**src/design/assert_macros.svh**
```systemverilog
// Assertion macros shared by the sample ring design.
`ifndef ASSERT_MACROS_SVH
`define ASSERT_MACROS_SVH

// Same-cycle implication, checked on every clk edge outside reset.
`define SRDS_ASSERT_IMP(lbl, ante, cons, msg) \
  lbl: assert property (@(posedge clk) disable iff (rst) (ante) |-> (cons)) \
    else $error(msg);

// Next-cycle implication, checked on every clk edge outside reset.
`define SRDS_ASSERT_NXT(lbl, ante, cons, msg) \
  lbl: assert property (@(posedge clk) disable iff (rst) (ante) |=> (cons)) \
    else $error(msg);

`endif

```
**src/design/srds_pkg.sv**
```systemverilog
// Shared types, constants and codes for the sample ring with drop statistics.
package srds_pkg;

  // Ring geometry
  localparam int DEPTH     = 1024;
  localparam int PTR_W     = $clog2(DEPTH);
  localparam int MAX_SLICE = 64;
  localparam int SLICE_W   = $clog2(MAX_SLICE + 1);

  // Command queue between front and back
  localparam int QUEUE_DEPTH = 4;
  localparam int QPTR_W      = $clog2(QUEUE_DEPTH);

  // Field widths
  localparam int WIN_W     = 34;
  localparam int TIME_W    = 64;
  localparam int BODY_W    = 64;
  localparam int CNT_W     = 32;
  localparam int NUM_CNT   = 6;
  localparam int MAXREQ_W  = 7;

  localparam logic [WIN_W-1:0] WINDOW_RESET = 34'd10000000000;

  // Stream widths
  localparam int IN_DATA_BITS  = 2 + TIME_W + BODY_W + MAXREQ_W;
  localparam int IN_TDATA_W    = ((IN_DATA_BITS + 7) / 8) * 8;
  localparam int OUT_DATA_BITS = 2 + TIME_W + BODY_W + NUM_CNT * CNT_W;
  localparam int OUT_TDATA_W   = ((OUT_DATA_BITS + 7) / 8) * 8;
  localparam int OUT_TUSER_W   = 3;

  // Input function select
  localparam logic FUNC_PUSH = 1'b0;
  localparam logic FUNC_READ = 1'b1;

  // Sample opcodes
  localparam logic [1:0] OP_READ    = 2'd0;
  localparam logic [1:0] OP_INSERT  = 2'd1;
  localparam logic [1:0] OP_LATENCY = 2'd2;
  localparam logic [1:0] OP_OTHER   = 2'd3;

  // Counter bank offsets: picked first, dropped after
  localparam logic [2:0] CNT_PICK_BASE = 3'd0;
  localparam logic [2:0] CNT_DROP_BASE = 3'd3;

  // Result kinds
  typedef enum logic [1:0] {
    KIND_STORED  = 2'd0,
    KIND_DROPPED = 2'd1,
    KIND_ITEM    = 2'd2,
    KIND_EMPTY   = 2'd3
  } kind_t;

  typedef logic [NUM_CNT-1:0][CNT_W-1:0] cnt_vec_t;

  // One ring entry
  typedef struct packed {
    logic [BODY_W-1:0] payload;
    logic [TIME_W-1:0] stime;
    logic [1:0]        opcode;
  } entry_t;

  // Classified command handed from front to back
  typedef struct packed {
    logic               is_read;
    logic [SLICE_W-1:0] n;
    logic               stored;
    logic               report;
    entry_t             entry;
    cnt_vec_t           counts;
  } cmd_t;

  // Result transaction handed from back to top
  typedef struct packed {
    kind_t    kind;
    logic     last;
    logic     report;
    entry_t   item;
    cnt_vec_t counts;
  } res_t;

  // Queue status seen by the front
  typedef struct packed {
    logic full;
    logic empty;
  } q_stat_t;

endpackage

```
**src/design/srds_queue.sv**
```systemverilog
// Short command queue that decouples the front end from the ring back end.
module srds_queue import srds_pkg::*; (
  input  logic    clk,
  input  logic    rst,
  input  logic    push,
  input  cmd_t    push_cmd,
  output q_stat_t stat,
  input  logic    pop,
  output logic    head_valid,
  output cmd_t    head
);

  cmd_t              slots [QUEUE_DEPTH];
  logic [QPTR_W-1:0] wr_idx;
  logic [QPTR_W-1:0] rd_idx;
  logic [QPTR_W:0]   count;

  assign stat.full  = (count == (QPTR_W+1)'(QUEUE_DEPTH));
  assign stat.empty = (count == '0);
  assign head_valid = !stat.empty;
  assign head       = slots[rd_idx];

  // Pointers and fill level
  always_ff @(posedge clk) begin
    if (rst) begin
      wr_idx <= '0;
      rd_idx <= '0;
      count  <= '0;
    end else begin
      if (push) begin
        wr_idx <= wr_idx + 1'b1;
      end
      if (pop) begin
        rd_idx <= rd_idx + 1'b1;
      end
      if (push && !pop) begin
        count <= count + 1'b1;
      end else if (pop && !push) begin
        count <= count - 1'b1;
      end
    end
  end

  // Storage
  always_ff @(posedge clk) begin
    if (push) begin
      slots[wr_idx] <= push_cmd;
    end
  end

endmodule

```
**config.mk**
```make
export PLATFORM = sky130hd
export DESIGN_NAME = srds_queue
export DESIGN_NICKNAME = d
export VERILOG_FILES = /design/src/design/assert_macros.svh /design/src/design/srds_pkg.sv /design/src/design/srds_queue.sv
export SDC_FILE = /design/constraint.sdc
export NUM_CORES = 1
export LEC_CHECK = 0
export ABC_AREA = 1
export BUFFER_PORTS_ARGS = -buffer_cell sky130_fd_sc_hd__buf_2
export CORE_ASPECT_RATIO = 2
export CORE_MARGIN = 5
export CORE_UTILIZATION = 36
export CTS_CLUSTER_SIZE = 28
export DETAILED_ROUTE_END_ITERATION = 16
export PLACE_DENSITY = 0.66
export SETUP_SLACK_MARGIN = 0.05
export SLEW_MARGIN = 25
export SYNTH_ARGS = -nofsm -noshare
export SYNTH_HDL_FRONTEND = slang
export SYNTH_SLANG_ARGS = --single-unit
```
**constraint.sdc**
```tcl
create_clock -name clk -period 12.5 [get_ports clk]
set_input_delay 2.5 -clock clk [delete_from_list [all_inputs] [get_ports clk]]
set_output_delay 2.5 -clock clk [all_outputs]
set_load 0.02 [all_outputs]
```
After elaboration in Yosys (flattened, before gate mapping):

Memories as Yosys holds them, arrays and structs flattened. A register that Yosys moved wholly into a read port is not among the register bits.
Index checks and enable logic that the tools add are counted.

* $add $sub $neg: 4
* eq/ne operators: 1
* multiplexer cells: 6
* reductions and logical operators: 7

Operators by type and width (number)
* 3-bit two-way mux: 2
* 2-bit by 1-bit adder with 2-bit output, second input constant: 2
* 2-bit two-way mux: 2
* 3-bit by 1-bit adder with 3-bit output, second input constant: 1
* 3-bit == test, second input constant: 1
* 1-bit zero test: 3
* 3-bit zero test: 1
* 3-bit by 1-bit subtractor with 3-bit output, second input constant: 1
* 1-bit logical AND: 2
* 1-bit two-way mux: 2
* 2-bit nonzero test: 1

* register bits after elaboration: 7
* RAM bits: 1328
* bits of input ports: 336
* word-level logic and storage cells: 22
* memories kept: 1

Memory list
* slots: words 4, width 332, rd ports 1, clocked after Yosys merged registers in 1, wr ports 1, RTL line srds_queue.sv:13 `cmd_t slots [QUEUE_DEPTH];`

Longest topological paths before layout:

Gate-level depths: netlist of run 1.

* word-level depth: 4
* gate-level depth with buffers: 10
* mapped depth without buffers: 10

Worst setup path before layout of run 1:

No wires, ideal clock.

* path type: input to register
* from: input push
* to: memory slots[2][0] in the netlist's numbering (enable)
* setup time: 0.681 ns
* arrival time: 8.892 ns
* data required time: 11.819 ns
* slack: 2.927 ns
* stages on the path: 2
* buffers on the path: 0
* cells stage by stage: nand2_1 -> inv_1

* longest elaborated chain between the ends: 2

RTL lines
* start, declared: RTL line srds_queue.sv:5 `input logic push,`
* 1-bit two-way mux: RTL line srds_queue.sv:46 `if (push) begin`
* 1-bit two-way mux (not written as such): RTL line srds_queue.sv:47 `slots[wr_idx] <= push_cmd;`
* end, declared: RTL line srds_queue.sv:13

Every way passes these cells.

==> results of run 1 <==
cell usage after synthesis, drive strengths merged:
library cell,number,area share [%]
nor2,670,5.1
o21ai,669,6.8
ha,5,0.13
edfxtp,1328,81
o22ai,332,4.2
nand2,9,0.068
dfxtp,9,0.36
nand4,1,0.013
a21oi,3,0.030
fa,1,0.041
buf,123,1.6
xor2,1,0.018
nor3,2,0.020
clkbuf,97,0.74
nand3,1,0.010
inv,18,0.14
registers in the layout (all words and copies together) (netlist names), named ones only:
signal	flops
wr_idx	2
count	3
slots	1328
rd_idx	2
power by group:
group	internal (uW)	switching, uW	total [uW]
Clock	1890	1520	3420
Combinational	267	726	993
Sequential	5130	46.3	5180
Total	7290	2300	9590
layout make-up:
type / instances / area (sq um) / area share [%]
flip-flops and latches: 1337 / 40070 / 69.31
well taps: 1746 / 2185 / 3.779
clock buffers: 127 / 2859 / 4.945
diodes: 37 / 92.59 / 0.1602
clock inverters: 70 / 708.2 / 1.225
repair buffers: 700 / 3677 / 6.361
inverters: 18 / 121.4 / 0.2099
multi-input cells: 1694 / 8102 / 14.01
stage by stage:
stage | instances | total power [uW] | cell area (sq um)
3_5_place_dp | 5494 | 6281 | 54120
5_1_grt | 5711 | 9966 | 57770
6_report | 5729 | 9585 | 57810
3_3_place_gp | 5494 | 6259 | 54120
4_1_cts | 5691 | 9699 | 57690
2_1_floorplan | 3269 | 5902 | 49360
cell families (layout without fill, tap and decap cells):
logic type / after synthesis / count (layout) / share of synthesized area (%)
other: 0 / 37 / 0
adder cells (fa/ha/maj): 6 / 6 / 0.1673
flip-flops: 1337 / 1337 / 81.15
XOR/XNOR: 1 / 1 / 0.01775
AND/OR/NAND/NOR: 683 / 683 / 5.206
AO/OA/AOI/OAI: 1004 / 1004 / 11.02
buffers and inverters: 238 / 915 / 2.441
worst max-delay path, delay by kind of cell, from the launching register on:
family                 cells  cell delay [ps]
DFF                        1              640
AOI/OAI and AO/OA          2              500
buffers and inverters      4             2420
routing by layer:
| layer | global-route usage, % | routed length [um] | share of wire [%] | vias up |
|---|---|---|---|---|
| li1 | - | - | - | 13616 |
| met1 | 18.55 | 44750 | 37 | 14585 |
| met2 | 26.46 | 59460 | 49 | 1037 |
| met3 | 6.109 | 12330 | 10 | 219 |
| met4 | 5.133 | 3293 | 2.7 | 50 |
| met5 | 0 | 322 | 0.27 | - |
worst max-delay path by stage:
| stage | end | cells past startpoint |
|---|---|---|
| after floorplan | slots[2][0] | 2 |
| after global placement | head[231] | 6 |
| after detailed placement | head[109] | 6 |
| after CTS | head[109] | 6 |
| after global routing | head[109] | 6 |
| final | head[109] | 6 |
==> reports/qor.yml, run 1 <==
status:
  status: "finished clean"
global_routing:
  grtUsageTotal_pct: 15.71
  grt_remaining_overflow: 0
  grt_pass1_wl_mm: 177.7
  grt_pass1_vias: 29037
  antenna_found_initial: 64
  grt_max_degree: 269
cts:
  cts-root-buf: "clkbuf_16"
  h-tree-depth: 3
  cts_buffers: 109
  cts_hold_buffers: 0
  cts_tree: "done"
  clk_pin_slew_ps: 80
  cts.path.max_buffers: 3
  cts_setup_buffers: 0
  clock_latency_ps: 680
  cts.repair.resized: 0
  cts_sinks: 1337
worst_setup_path:
  reg2reg_to: "slots[0][207]"
  critical_path.cell_chain: "buf_4 > buf_4 > buf_4 > o21ai_0 > o22ai_1 > buf_2"
  reg2reg_depth: 6
  worstPathArrival_ps: 4370
  critPathMaxFanout: 94
  crit_path_end_kind: "primary output"
  critPathMaxStageDelay_ps: 810
  cpMostUsedCell: "buf_4"
  critPathKind: "reg2out"
  r2r_slack_ps: 9020
  critPathRequiredTime_ps: 10000
  critPathSlowestCell: "buf_4"
  critical_path.startpoint_type: "flip-flop"
  r2r-start: "wr_idx[0]"
die:
  io_pins: 671
  core_area_sq_um: 136700
  die_area_sq_um: 145100
  die_width_um: 271.8
  rows: 192
  fp.dieH_um: 533.7
  initial_core_util_pct: 36.11
sta:
  rsz0062_at_grt: "no"
  hold_slack_ps: 437.7
  period_minus_slack_ps: 6872
  setup_violations: 0
  fin_setup_tns_ps: 0
  slew_viol_final: 0
  worst_clock_skew_ps: 11.51
  fin_ws_ps: 5628
  post-route-period-util_pct: 54.98
  hold_viol_final: 0
  tightest_slew_ps: 1385
  slew-limit-headroom_pct: 7.667
  max_freq_mhz: 145.5
route:
  first_iter_violations: 2179
  ant_nets: 0
  drt-vias-per-instance: 5.150
  first_pass_iters: 7
  drc_errors: 0
  num_vias: 29507
  wl_per_cell_um: 20.97
  wirelength_mm: 120.2
synthesis:
  synthCells: 3269
  synth_cell_types: 20
  synth-seq-area-share_pct: 81.15
  synth_seq_cells: 1337
  syn_area_sq_um: 49360
  synthesis.nets: 3611
  yosys_warnings: 0
  avgSynthCellArea_sq_um: 15.10
power:
  pwr_density_cell_nw_per_um2: 165.8
  vdd_drop_max_v: 0.0001550
  power.leakage_uw: 0.01960
hold_path:
  hold_class: "reg2reg"
  min-delay-start: "rd_idx[1]"
  hold_depth: 1
place:
  portBuffers: 670
  gp_congestion: 0.7573
  post-place-ws_ps: 6291
  hpwlAfterDp_mm: 70.77
finish:
  nFillCells: 12175
  layout_common_cells: "edfxtp_1 (1328), nor2_1 (670), buf_2 (670)"
  syn_to_final_growth_pct: 17.11
  fin_util_pct: 42.29
  final_nets: 4202
  mostFrequentLayoutCell: "edfxtp_1"
  drive_above_1_share_pct: 22.15
job:
  maxCapViolations: 0
Power figures use the tool's default switching activity.
==> run 2, diff against run 1 <==
--- a/config.mk
+++ b/config.mk
@@ -12,7 +12,7 @@
 export CORE_UTILIZATION = 36
 export CTS_CLUSTER_SIZE = 28
 export DETAILED_ROUTE_END_ITERATION = 16
-export PLACE_DENSITY = 0.66
+export PLACE_DENSITY = 0.68
 export SETUP_SLACK_MARGIN = 0.05
 export SLEW_MARGIN = 25
 export SYNTH_ARGS = -nofsm -noshare
==> constraint.sdc (replaced) <==
create_clock -name clk -period 5.6 [get_ports clk]
set_input_delay 1.12 -clock clk [delete_from_list [all_inputs] [get_ports clk]]
set_output_delay 1.12 -clock clk [all_outputs]
set_load 0.02 [all_outputs]
==> run 2 against run 1 <==
Net effect: largest cell class unchanged; routed wire length grew 1.8%; largest power group unchanged; cell area grew 0.61%; count of clock-buffer cells in the layout grew 5; critical path depth shrank 2; worst setup slack lost 4600 ps; sequential share of layout area shrank 0.42 points; register-to-register slack lost 6400 ps; clock skew grew 7.7 ps; via count grew 1.2%; cell count grew 0.35%; die area is the same; sequential power grew 120%.
==> reports/qor.yml, run 2 (synthesis results as in run 1) <==
die:
  initial_core_util_pct: 36.11  # unchanged
  fp.dieH_um: 533.7  # unchanged
  io_pins: 671  # unchanged
  die_area_sq_um: 145100  # unchanged
  rows: 192  # unchanged
  die_width_um: 271.8  # unchanged
  core_area_sq_um: 136700  # unchanged
global_routing:
  grtUsageTotal_pct: 15.90  # was 15.71%
  antenna_found_initial: 57  # was 64
  grt_pass1_vias: 29675  # was 29037
  grt_remaining_overflow: 0  # unchanged
  grt_max_degree: 180  # was 269
  grt_pass1_wl_mm: 179.8  # was 177.7 mm
worst_setup_path:
  critPathMaxFanout: 176  # was 94
  r2r-start: "wr_idx[0]"  # unchanged
  critPathKind: "reg2out"  # unchanged
  worstPathArrival_ps: 3440  # was 4370 ps
  critPathRequiredTime_ps: 4480  # was 10000 ps
  reg2reg_depth: 7  # was 6
  crit_path_end_kind: "primary output"  # unchanged
  critical_path.startpoint_type: "flip-flop"  # unchanged
  critPathMaxStageDelay_ps: 990  # was 810 ps
  critical_path.cell_chain: "buf_12 > o21ai_0 > o22ai_1 > buf_2"  # was buf_4 > buf_4 > buf_4 > o21ai_0 > o22ai_1 > buf_2
  critPathSlowestCell: "dfxtp_4"  # was buf_4
power:
  pwr_density_cell_nw_per_um2: 367.4  # was 165.8 nW/um^2
  power.leakage_uw: 0.01966  # was 0.01960 uW
  vdd_drop_max_v: 0.0003243  # was 0.0001550 V
  p_total_uw: 21370  # was 9585 uW
finish:
  largest_register: "slots"  # unchanged
  syn_to_final_growth_pct: 17.83  # was 17.11%
  mostFrequentLayoutCell: "edfxtp_1"  # unchanged
  largest_reg_flops: 1328  # unchanged
  final_nets: 4216  # was 4202
  fin_util_pct: 42.55  # was 42.29%
  drive_above_1_share_pct: 22.16  # was 22.15%
  layout_common_cells: "edfxtp_1 (1328), nor2_1 (670), buf_2 (670)"  # unchanged
  finalNonFillerCells: 5749  # was 5729
  reg_top3: "slots (1328), count (3)"  # unchanged
sta:
  worst_clock_skew_ps: 19.19  # was 11.51 ps
  rsz0062_at_grt: "no"  # unchanged
  tightest_slew_ps: 1087  # was 1385 ps
  hold_viol_final: 0  # unchanged
  fin_ws_ps: 1040  # was 5628 ps
  slew_viol_final: 0  # unchanged
  max_freq_mhz: 219.3
  slew-limit-headroom_pct: 27.53  # was 7.667%
  fin_setup_tns_ps: 0  # unchanged
  post-route-period-util_pct: 81.42
  period_minus_slack_ps: 4560
  setup_violations: 0  # unchanged
cts:
  clk_pin_slew_ps: 80  # about the same
  cts-root-buf: "clkbuf_16"  # unchanged
  cts.repair.resized: 0  # unchanged
  h-tree-depth: 3  # unchanged
  cts_hold_buffers: 0  # unchanged
  cts_buffers: 111  # was 109
  cts_setup_buffers: 0  # unchanged
  cts_tree: "done"  # unchanged
  cts_sinks: 1337  # unchanged
  clock_latency_ps: 690  # was 680 ps
  cts.path.max_buffers: 3  # unchanged
place:
  post-place-ws_ps: 1842  # was 6291 ps
  dpl.cell_count: 5506  # was 5494
  gp_congestion: 0.7677  # was 0.7573
  hpwlAfterDp_mm: 71.54  # was 70.77 mm
  portBuffers: 670  # unchanged
route:
  num_vias: 29856  # was 29507
  first_iter_violations: 2020  # was 2179
  drt-vias-per-instance: 5.193  # was 5.150
  drc_errors: 0  # unchanged
  first_pass_iters: 7  # unchanged
  wirelength_mm: 122.3  # was 120.2 mm
  wl_per_cell_um: 21.27  # was 20.97 um
  ant_nets: 0  # unchanged
job:
  maxCapViolations: 0  # unchanged
hold_path:
  min-delay-start: "rd_idx[1]"  # unchanged
  hold_depth: 1  # unchanged
  hold_class: "reg2reg"  # unchanged
status:
  status: "finished clean"  # unchanged
[run 2: cell count changes in the layout (fill, tap and decap cells not counted), moves of 2 or more]
| cell | previous run | this run |
|---|---|---|
| clkinv_1 | 16 | 31 |
| clkbuf_1 | 15 | 20 |
| bufinv_16 | 12 | 9 |
| nand2_1 | 9 | 5 |
| nand2_8 | 0 | 4 |
| clkinv_8 | 1 | 3 |
| clkinvlp_4 | 7 | 13 |
| clkinv_2 | 21 | 10 |
| inv_8 | 5 | 2 |
| buf_4 | 22 | 15 |
| buf_12 | 6 | 26 |
[run 2: metrics by stage]
stage	instance area, sq um	hold WS, ps
6_report	58170	458.0
2_1_floorplan	49440	411.5
5_1_grt	58110	489.3
3_3_place_gp	54510	449.7
4_1_cts	58050	466.0
3_5_place_dp	54510	453.0
[run 2: critical path: cells and delay by family (launching register included)]
kind                   cells  cell delay, ps
DFF                        1             990
buffers and inverters      2             700
AOI/OAI and AO/OA          2             620
[run 2: power breakdown]
group | internal, uW | switching (uW)
clock | 4100 | 3440
combinational | 623 | 1640
sequential | 11400 | 109
[run 2: per-layer routing]
layer | global-route usage (%) | wire length, um
met5 | 0 | 301
met4 | 5.086 | 3540
met3 | 6.199 | 12320
met2 | 27.47 | 60940
met1 | 18.21 | 45170
[run 2: final cells by class]
class                           instances  area, sq um
Inverter                               18        106.4
Multi-Input combinational cell       1694         8167
Clock buffer                          132         2878
Antenna cell                           36        90.09
Clock inverter                         74        660.6
Fill cell                           12054        78530
Sequential cell                      1337        40070
Timing Repair Buffer                  712         4014
Tap cell                             1746         2185
[run 2: worst paths after layout]
check	end	slack (ps)
worst max register to register	slots[0][132]	2630
worst max-delay path	head[186]	1040
worst min register to register	flip-flop	460
worst min-delay path	flip-flop	460
